$ cat src/rtl/mne_ram.sv
`default_nettype none

module mne_ram #(
  parameter int unsigned WIDTH = 8,
  parameter int unsigned DEPTH = 256
) (
  input  logic                     clk_i,
  input  logic                     wr_en_i,
  input  logic [$clog2(DEPTH)-1:0] wr_addr_i,
  input  logic [WIDTH-1:0]         wr_data_i,
  input  logic                     rd_en_i,
  input  logic [$clog2(DEPTH)-1:0] rd_addr_i,
  output logic [WIDTH-1:0]         rd_data_o
);

  logic [WIDTH-1:0] mem_q [DEPTH];
  logic [WIDTH-1:0] rd_data_q;

  always_ff @(posedge clk_i) begin
    if (wr_en_i) begin
      mem_q[wr_addr_i] <= wr_data_i;
    end
    if (rd_en_i) begin
      rd_data_q <= mem_q[rd_addr_i];
    end
  end

  assign rd_data_o = rd_data_q;

endmodule

`default_nettype wire

$ cat config.mk
export PLATFORM = sky130hd
export DESIGN_NAME = mne_ram
export DESIGN_NICKNAME = d
export VERILOG_FILES = /design/src/rtl/mne_ram.sv
export SDC_FILE = /design/constraint.sdc
export NUM_CORES = 2
export LEC_CHECK = 0
export ABC_CLOCK_PERIOD_IN_PS = 4300
export BUFFER_PORTS_ARGS = -buffer_cell sky130_fd_sc_hd__buf_4
export CORE_MARGIN = 1.5
export CORE_UTILIZATION = 50
export DETAILED_ROUTE_END_ITERATION = 8
export HOLD_SLACK_MARGIN = 0.02
export PLACE_DENSITY = 0.77
export SYNTH_ARGS = -nofsm -noshare
export SYNTH_HDL_FRONTEND = slang
export SYNTH_SLANG_ARGS = --single-unit
$ cat constraint.sdc
create_clock -name clk_i -period 4.3 [get_ports clk_i]
set_clock_uncertainty 0.05 [all_clocks]
set_input_delay 0.645 -clock clk_i [delete_from_list [all_inputs] [get_ports clk_i]]
set_output_delay 0.645 -clock clk_i [all_outputs]
set_load 0.05 [all_outputs]
==> results.cfg <==
[run_status]
status = finished, final reports clean

[routing]
drc = 0
wl_met1_um = 71270
num_vias = 40513
first_pass_iters = 6
ant_nets = 0
viasPerCell = 6.547
routed_wl_um = 193500
first_iter_violations = 6115
top_layer_used = met5
routedWlPerCell_um = 31.27
met2_wirelength_um = 90650
wl_met3_um = 24370

[placement]
numPortBuffers = 34
dpl_cell_area_sq_um = 83080
dp.cells = 5819
place.gp.congestion = 0.8832
dp_hpwl_um = 115300

[yosys]
yosys-top-cells-count = edfxtp_1, mux4_2, nor2_1
synth_top_area_share_pct = 77.53
syn_nets = 3760
synth_cells = 3733
ys_seq_elements = 2056
synth-async-reset-ratio_pct = 0
yosysMostFrequentCell = edfxtp_1
yosysTopAreaCell = edfxtp_1
syn_area_sq_um = 79640
synth_area_per_cell_sq_um = 21.33
ys_seq_area_share_pct = 77.53
synth_edf_count = 2056
yosys_warnings = 0
ys_types = 54
synthTopCellsByArea = edfxtp_1, mux4_2, mux2i_1
synth_flop_cell = edfxtp_1

[clock_network]
cts-hold-fix-buffers = 0
clk_latency_ps = 820
cts.sinks = 2056
numCtsBuffers = 193
root_buffer = clkbuf_16
cts_tree = done
clkTransAtPathRegs_ps = 60
cts_buffer_depth = 3
post_cts_buffers = 0
h-tree-depth = 4
post_cts_resized = 0

[final_layout]
nNetsFinal = 3969
layout.cells.non_filler = 6188
area_growth_pct = 12.11
drive_above_1_share_pct = 24.23
fill_cells = 10972
fin_area_sq_um = 89280

[worst_setup_path]
path_cells = buf_8 -> buf_12 -> mux4_2 -> a22o_1 -> a221oi_1 -> o32ai_1 -> nor3_1 -> nor4_1
end_kind = register
r2r-end = rd_data_o[5]$_DFFE_PP_
start_kind = primary input
ff2ff_setup_slack_ps = 910
crit_family = compound AO/OA/AOI/OAI gates
cpPeakStageDelay_ps = 870
ff2ff_path_depth = 6
slowest_stage = a221oi_1
critPathKind = in -> reg
crit_fanout = 19
r2r_start = mem_q[83][5]$_DFFE_PP_
path_buf_inv = 2
worstPathArrival_ps = 3930
crit_required_ps = 4790
cp.depth = 8

[floorplanning]
die-area_sq_um = 161700
die_height_um = 402.1
rows = 146
die_w_um = 402.1
core_sq_um = 158200
io_pins = 35
start_util_pct = 50.34

[power_and_ir_drop]
power_per_cell_area_nw_per_um2 = 458.7
irDropWorstVdd_v = 0.0004554
leakagePower_nw = 27.69
finalPower_mw = 40.95

[worst_hold_path]
hold_end = rd_data_o[2]$_DFFE_PP_
worstHoldStart = rd_en_i
hp-class = in -> reg
hold_depth = 1

[timing]
maxSlewViolCount = 0
rsz0062_at_grt = no
maxSlewHeadroom_pct = 24.73
finalSetupTns_ps = 0
layout_min_cycle_time_ps = 3441
worst_pin_slew_ps = 1125
hold_violations = 0
max_freq_mhz = 290.7
post-route-period-util_pct = 80.01
setup_viol = 0

[grt]
antenna_found_initial = 6
grt_util_all_layers_pct = 23.92
first_global_vias = 40309
grt_start_max_net_pins = 135
overflow = 0
grt_pass1_wl_um = 280800

[run]
max_cap_viol_count = 0
## cells by family after synthesis
logic type             after synthesis  share of synthesized area (%)
buffers and inverters              235                          1.829
multiplexers                       591                          14.60
flip-flops                        2056                          77.53
AO/OA/AOI/OAI                      385                          3.416
AND/OR/NAND/NOR                    466                          2.625
## flip-flops by register name, indices dropped and copies added (netlist names)
signal / cells
mem_q: 2048
rd_data_o: 8
## power by group
| group | switching, mW | internal [mW] |
|---|---|---|
| Sequential | 0.0327 | 22.1 |
| Clock | 7.31 | 9.45 |
| Combinational | 1.34 | 0.710 |
## worst max-delay path by stage
stage | start | end | slack, ps
floorplan | rd_addr_i[0] | rd_data_o[2]$_DFFE_PP_ | 1530
global placement | rd_addr_i[1] | rd_data_o[6]$_DFFE_PP_ | 230
detailed placement | rd_addr_i[0] | rd_data_o[2]$_DFFE_PP_ | 270
CTS | rd_addr_i[1] | rd_data_o[6]$_DFFE_PP_ | 1130
global route | rd_addr_i[1] | rd_data_o[4]$_DFFE_PP_ | 920
finish | rd_addr_i[0] | rd_data_o[5]$_DFFE_PP_ | 860
## cell type report
type                            count  area, sq um  area share (%)
Antenna cell                        9        22.52         0.02523
Clock buffer                      240         5070           5.679
Clock inverter                    120         1104           1.236
Inverter                            2        7.507        0.008409
Multi-Input combinational cell   1442        16490           18.47
Sequential cell                  2056        61740           69.15
Tap cell                         2072         2592           2.904
Timing Repair Buffer              247         2257           2.528
## stage by stage
stage	util (%)	setup slack, ps	hold slack [ps]
4_1_cts	56.42	1131	118.6
6_report	56.44	859.5	168.6
5_1_grt	56.42	923.6	136.2
2_1_floorplan	-	1529	693.9
3_3_place_gp	52.52	227.9	980.2
3_5_place_dp	52.52	268.7	980.4
## worst register-to-register path, stage by stage, from the launching register on
cell and delay [ps]:
edfxtp_1 380, mux4_2 490, a22o_1 280, a221oi_1 870, o32ai_1 380, nor3_1 530, nor4_1 130
## placed cells by master, fill, tap and decap left out, types with 6 or more instances in the layout
| cell type | Yosys | routed |
|---|---|---|
| clkbuf_16 | 0 | 196 |
| nor2_1 | 282 | 279 |
| clkbuf_1 | 111 | 44 |
| o211ai_1 | 10 | 10 |
| clkinv_1 | 1 | 43 |
| o22ai_1 | 28 | 28 |
| a21oi_1 | 96 | 96 |
| o21ai_0 | 10 | 10 |
| edfxtp_1 | 2056 | 2056 |
| mux2i_1 | 134 | 134 |
| a211oi_1 | 16 | 16 |
| nor3_1 | 22 | 22 |
| bufinv_16 | 0 | 18 |
| nand4_1 | 10 | 10 |
| nand2_1 | 33 | 33 |
| buf_12 | 8 | 27 |
| buf_4 | 27 | 210 |
| diode_2 | 0 | 9 |
| nand2b_1 | 8 | 8 |
| a22o_1 | 8 | 8 |
| clkbuf_8 | 0 | 8 |
| mux4_2 | 454 | 454 |
| clkinv_2 | 0 | 46 |
| nor2b_1 | 31 | 28 |
| o221ai_1 | 46 | 46 |
| and2_1 | 6 | 6 |
| nor4_1 | 24 | 24 |
| nand3_1 | 34 | 34 |
| a22oi_1 | 133 | 133 |
| a221oi_1 | 13 | 13 |
## routing by layer
metal / global-route usage [%] / up-vias
met5: 0 / -
met1: 33.14 / 20982
met3: 6.502 / 453
met4: 9.111 / 4
li1: - / 16121
met2: 36.57 / 2953
Note: power is estimated with default switching activity, not from simulation.
