File: src/rtl/mne_pkg.sv
`default_nettype none

package mne_pkg;

  // Image geometry limits and field widths.
  localparam int unsigned MAX_WIDTH  = 4096;
  localparam int unsigned MAX_HEIGHT = 4096;
  localparam int unsigned COL_W      = $clog2(MAX_WIDTH);
  localparam int unsigned ROW_W      = $clog2(MAX_HEIGHT);
  localparam int unsigned DIM_W      = 13;
  localparam int unsigned ID_W       = 20;
  localparam int unsigned CH_W       = 8;

  // Configuration register map.
  localparam int unsigned CFG_IDX_W = 2;
  localparam logic [CFG_IDX_W-1:0] REG_IMAGE_WIDTH  = CFG_IDX_W'(0);
  localparam logic [CFG_IDX_W-1:0] REG_IMAGE_HEIGHT = CFG_IDX_W'(1);

  // Node counter saturates here.
  localparam logic [ID_W-1:0] ID_MAX = '1;

  // Result queue geometry; the depth must be a power of two.
  localparam int unsigned RQ_DEPTH = 8;
  localparam int unsigned RQ_PTR_W = $clog2(RQ_DEPTH);
  localparam int unsigned RQ_CNT_W = RQ_PTR_W + 1;

  typedef enum logic [1:0] {
    KIND_START    = 2'd0,
    KIND_INTERIOR = 2'd1,
    KIND_END      = 2'd2
  } kind_e;

  typedef struct packed {
    logic [CH_W-1:0] red;
    logic [CH_W-1:0] green;
    logic [CH_W-1:0] blue;
  } pixel_t;

  typedef struct packed {
    logic [ID_W-1:0]  node_id;
    logic [ROW_W-1:0] node_row;
    logic [COL_W-1:0] node_col;
    kind_e            kind;
    logic             has_up;
    logic [ID_W-1:0]  up_id;
    logic             has_left;
    logic [ID_W-1:0]  left_id;
    logic             id_overflow;
    logic             last;
  } node_t;

  typedef struct packed {
    logic            valid;
    logic [ID_W-1:0] id;
  } link_t;

  // Write control of the result queue: push1 is only set together with push0.
  typedef struct packed {
    logic push0;
    logic push1;
  } rq_push_t;

  localparam link_t LINK_NONE = '{valid: 1'b0, id: '0};

  // Clamps a dimension register to [3, hi] and returns the last index.
  function automatic logic [DIM_W-1:0] dim_last(input logic [DIM_W-1:0] v,
                                                 input logic [DIM_W-1:0] hi);
    logic [DIM_W-1:0] c;
    if (v < DIM_W'(3)) begin
      c = DIM_W'(3);
    end else if (v > hi) begin
      c = hi;
    end else begin
      c = v;
    end
    return c - DIM_W'(1);
  endfunction

  function automatic logic [ID_W-1:0] id_next(input logic [ID_W-1:0] id);
    return (id == ID_MAX) ? id : id + ID_W'(1);
  endfunction

  function automatic logic [ID_W-1:0] link_id(input link_t lk);
    return lk.valid ? lk.id : '0;
  endfunction

endpackage

`default_nettype wire

File: src/rtl/mne_rq.sv
`default_nettype none

module mne_rq (
  input  logic                           clk_i,
  input  logic                           rst_ni,
  input  mne_pkg::rq_push_t              push_i,
  input  mne_pkg::node_t                 item0_i,
  input  mne_pkg::node_t                 item1_i,
  output logic                           valid_o,
  input  logic                           stall_i,
  output mne_pkg::node_t                 item_o,
  output logic [mne_pkg::RQ_CNT_W-1:0]   level_o
);

  import mne_pkg::*;

  node_t                mem_q [RQ_DEPTH];
  logic [RQ_PTR_W-1:0]  wr_ptr_q, wr_ptr_d;
  logic [RQ_PTR_W-1:0]  rd_ptr_q, rd_ptr_d;
  logic [RQ_PTR_W-1:0]  wr_next;
  logic [RQ_CNT_W-1:0]  cnt_q, cnt_d;
  logic                 pop;

  assign valid_o = (cnt_q != '0);
  assign item_o  = mem_q[rd_ptr_q];
  assign level_o = cnt_q;
  assign pop     = valid_o && !stall_i;
  assign wr_next = wr_ptr_q + RQ_PTR_W'(1);

  // Pointers wrap naturally since the depth is a power of two.
  always_comb begin
    wr_ptr_d = wr_ptr_q + RQ_PTR_W'(push_i.push0) + RQ_PTR_W'(push_i.push1);
    rd_ptr_d = rd_ptr_q + RQ_PTR_W'(pop);
    cnt_d    = cnt_q + RQ_CNT_W'(push_i.push0) + RQ_CNT_W'(push_i.push1)
               - RQ_CNT_W'(pop);
  end

  always_ff @(posedge clk_i or negedge rst_ni) begin
    if (!rst_ni) begin
      wr_ptr_q <= '0;
      rd_ptr_q <= '0;
      cnt_q    <= '0;
    end else begin
      wr_ptr_q <= wr_ptr_d;
      rd_ptr_q <= rd_ptr_d;
      cnt_q    <= cnt_d;
    end
  end

  always_ff @(posedge clk_i) begin
    if (push_i.push0) begin
      mem_q[wr_ptr_q] <= item0_i;
    end
    if (push_i.push1) begin
      mem_q[wr_next] <= item1_i;
    end
  end

endmodule

`default_nettype wire

File: config.mk
export PLATFORM = sky130hd
export DESIGN_NAME = mne_rq
export DESIGN_NICKNAME = d
export VERILOG_FILES = /design/src/rtl/mne_pkg.sv /design/src/rtl/mne_rq.sv
export SDC_FILE = /design/constraint.sdc
export NUM_CORES = 1
export LEC_CHECK = 0
export ABC_AREA = 0
export CAP_MARGIN = 20
export CORE_MARGIN = 2
export CORE_UTILIZATION = 45
export CTS_BUF_LIST = sky130_fd_sc_hd__clkbuf_4 sky130_fd_sc_hd__clkbuf_8 sky130_fd_sc_hd__clkbuf_16
export DETAILED_ROUTE_END_ITERATION = 6
export DONT_BUFFER_PORTS = 1
export PLACE_DENSITY = 0.6
export SYNTH_ARGS = -nofsm -noshare
export SYNTH_HDL_FRONTEND = slang
export SYNTH_SLANG_ARGS = --single-unit
export TNS_END_PERCENT = 10
File: constraint.sdc
create_clock -name clk_i -period 10.8 [get_ports clk_i]
set_input_delay 3.24 -clock clk_i [delete_from_list [all_inputs] [get_ports clk_i]]
set_output_delay 3.24 -clock clk_i [all_outputs]
set_load 0.01 [all_outputs]
==> impl_metrics.yaml <==
status:
  outcome: "finished clean"
hold_path:
  hold_class: "register to register"
clock_network:
  holdBufCountCts: 0
  insertion_delay_ns: 0.62
  tritoncts: "built"
  cts.path.max_buffers: 3
  numCtsBuffers: 83
  clock_sinks: 730
  h-tree-depth: 3
  path_clk_slew_ns: 0.06
  cts_resized: 0
  cts_root_buffer: "clkbuf_16"
  cts_setup_buffers: 0
power:
  peakVddDrop_mv: 0.271
  p_leak_uw: 0.0128
  powerDensity_mw_per_mm2: 303
timing:
  fin_tns_setup_ns: 0
  finalSetupViolCount: 0
  period_needed_ns: 6.69
  fmax_mhz: 149
  worstMarginPinSlew_ns: 1.12
  finalCritPeriodShare: 0.620
  slew_headroom: 0.250
  finalHoldViolCount: 0
  fin_skew_ns: 0.0142
  grt_setup_unrepaired: "false"
  final_max_slew_viol_count: 0
routing:
  vias_per_cell: 6.05
  dr_total_vias: 18200
  drtIter0Drc: 1193
  drt_pre_antenna_iters: 7
  drc: 0
  routed_wl_um: 93200
  postRouteAntennaNets: 0
  routedWlPerCell_um: 30.9
worst_setup_path:
  critical_path.max_stage_delay_ns: 0.90
  path_cells: "buf_4 -> mux4_2 -> mux2_2"
  crit_type: "register to primary output"
  cp_max_fo: 46
  cpMaxStageDelayCell: "buf_4"
  crit_path_end_kind: "primary output"
  worstPathArrival_ns: 3.45
  critPathRequiredTime_ns: 7.56
  start_kind: "register"
global_route:
  grt_pass1_wl_um: 136000
  grt_usage: 0.228
  antenna_found_initial: 0
  grt_max_degree: 105
  grt_pass1_vias: 20100
  overflow: 0
floorplan:
  start_util: 0.456
  coreArea_mm2: 0.0791
  fp.dieH_um: 287
  core.rowCount: 103
  dieArea_mm2: 0.0824
  pin_count: 280
  fp.dieW_um: 287
yosys:
  synth.distinct_cells: 26
  synth.top_cells.by_area: "edfxtp_1 60%, mux2_2 25%, mux4_2 11%"
  syn_nets: 2099
  yosysTopAreaCell: "edfxtp_1"
  ys_seq_area_frac: 0.607
  syn_area_mm2: 0.0361
  synth_area_per_cell_um2: 18.9
  ys_ff_latch: 730
  syn_inst: 1903
  yosys_warnings: 0
  yosys.area.top_type_share: 0.600
final_layout:
  fin_area_mm2: 0.0400
  layout-drive-gt1-share: 0.602
  synthToLayoutAreaGrowth_pct: 11.0
  diodes: 0
  fin_nets: 2099
place:
  dp_hpwl_um: 49000
  io_buffers: 0
  gp_congestion: 0.727
  placed_area_mm2: 0.0373
run:
  maxCapViolCount: 0
per-layer routing:
| layer | track usage | share of wire | vias to the layer above |
|---|---|---|---|
| li1 | - | - | 7846 |
| met1 | 0.289 | 0.41 | 9838 |
| met2 | 0.395 | 0.51 | 442 |
| met3 | 0.0565 | 0.060 | 115 |
| met4 | 0.0514 | 0.017 | 0 |
| met5 | 0 | 0 | - |
metrics by stage:
stage           util  setup WS (ns)  std cells  total power (uW)  hold slack (ns)
4_1_cts        0.506           3.96       3014             12300            0.591
6_report       0.506           4.11       3015             12100            0.598
3_3_place_gp   0.471           4.45       2867              9360            0.548
5_1_grt        0.506           3.84       3015             12700            0.599
2_1_floorplan      -         0.0633       1903              8140            0.473
3_5_place_dp   0.471           4.38       2867              9450            0.578
cells in the mapped netlist:
master and instances:
buf_1 3, nor3_1 2, inv_1 11, xnor2_2 1, nand2b_1 2, xor2_1 5
nand3_1 2, o22ai_1 2, nor2_1 4, nor3b_1 1, o32ai_1 2, nand2_1 6
o21ai_0 2, buf_2 96, nand3b_1 1, a31oi_1 1, o21bai_1 2, a21o_1 1
a21oi_1 1, mux2_2 810, dfrtp_1 10, fa_1 3, ha_1 8, edfxtp_1 720
mux4_2 180, clkbuf_1 27
cell families after synthesis:
kind of cell,Yosys count,share of synthesized area
AOI/OAI and AO/OA,11,0.00205
xor gates and xnor gates,6,0.00167
adders and majority gates,11,0.00444
buffers and inverters,137,0.0176
DFF,730,0.607
muxes,990,0.365
and+or+nand+nor,18,0.00236
flip-flops by register name, indices dropped and copies added, names as in the netlist:
| register | cells |
|---|---|
| mem_q | 720 |
| wr_ptr_q | 3 |
| level_o | 4 |
| rd_ptr_q | 3 |
layout by cell type (no fill, tap or decap), types with 3 or more instances in the layout:
cell,count
mux2_2,810
edfxtp_1,720
mux4_2,180
clkbuf_16,86
buf_4,40
clkbuf_4,18
clkinv_1,15
clkinv_2,12
inv_1,11
bufinv_16,9
ha_1,8
dfrtp_1,7
xor2_1,5
nor2_4,4
nand2_1,4
fa_1,3
clkinvlp_4,3
dfrtp_4,3
path summary, 6_finish.rpt:
check,from,endpoint,slack [ns],cells after the start
max,rd_ptr_q[0]$_DFF_PN0_,item_o[65],4.11,3
min,wr_ptr_q[1]$_DFF_PN0_,wr_ptr_q[1]$_DFF_PN0_,0.60,1
max reg2reg,wr_ptr_q[0]$_DFF_PN0_,mem_q[5][13]$_DFFE_PP_,6.69,6
min reg2reg,wr_ptr_q[1]$_DFF_PN0_,wr_ptr_q[1]$_DFF_PN0_,0.60,1
max in group asynchronous,rst_ni,rd_ptr_q[0]$_DFF_PN0_,8.40,0
min in group asynchronous,rst_ni,level_o[3]$_DFF_PN0_,2.32,0
critical path: cells and delay by family, from the launching register on:
family,cells,cell delay [ns]
flip-flops,1,0.89
buffers and inverters,1,0.90
multiplexers,2,0.96
layout make-up:
type	count	area [um2]
clock buffer	104	2290
clock inverter	43	463
sequential	730	21900
tap	1050	1310
fill	6467	39100
timing repair buffer	41	320
multi-input combinational	1036	13700
inverter	11	41.3
where the power goes:
group	switching, uW	internal [uW]	total [uW]
Combinational	2570	1990	4560
Sequential	330	4400	4730
Clock	1130	1710	2840
No activity file was read; power rests on OpenSTA's default activity.
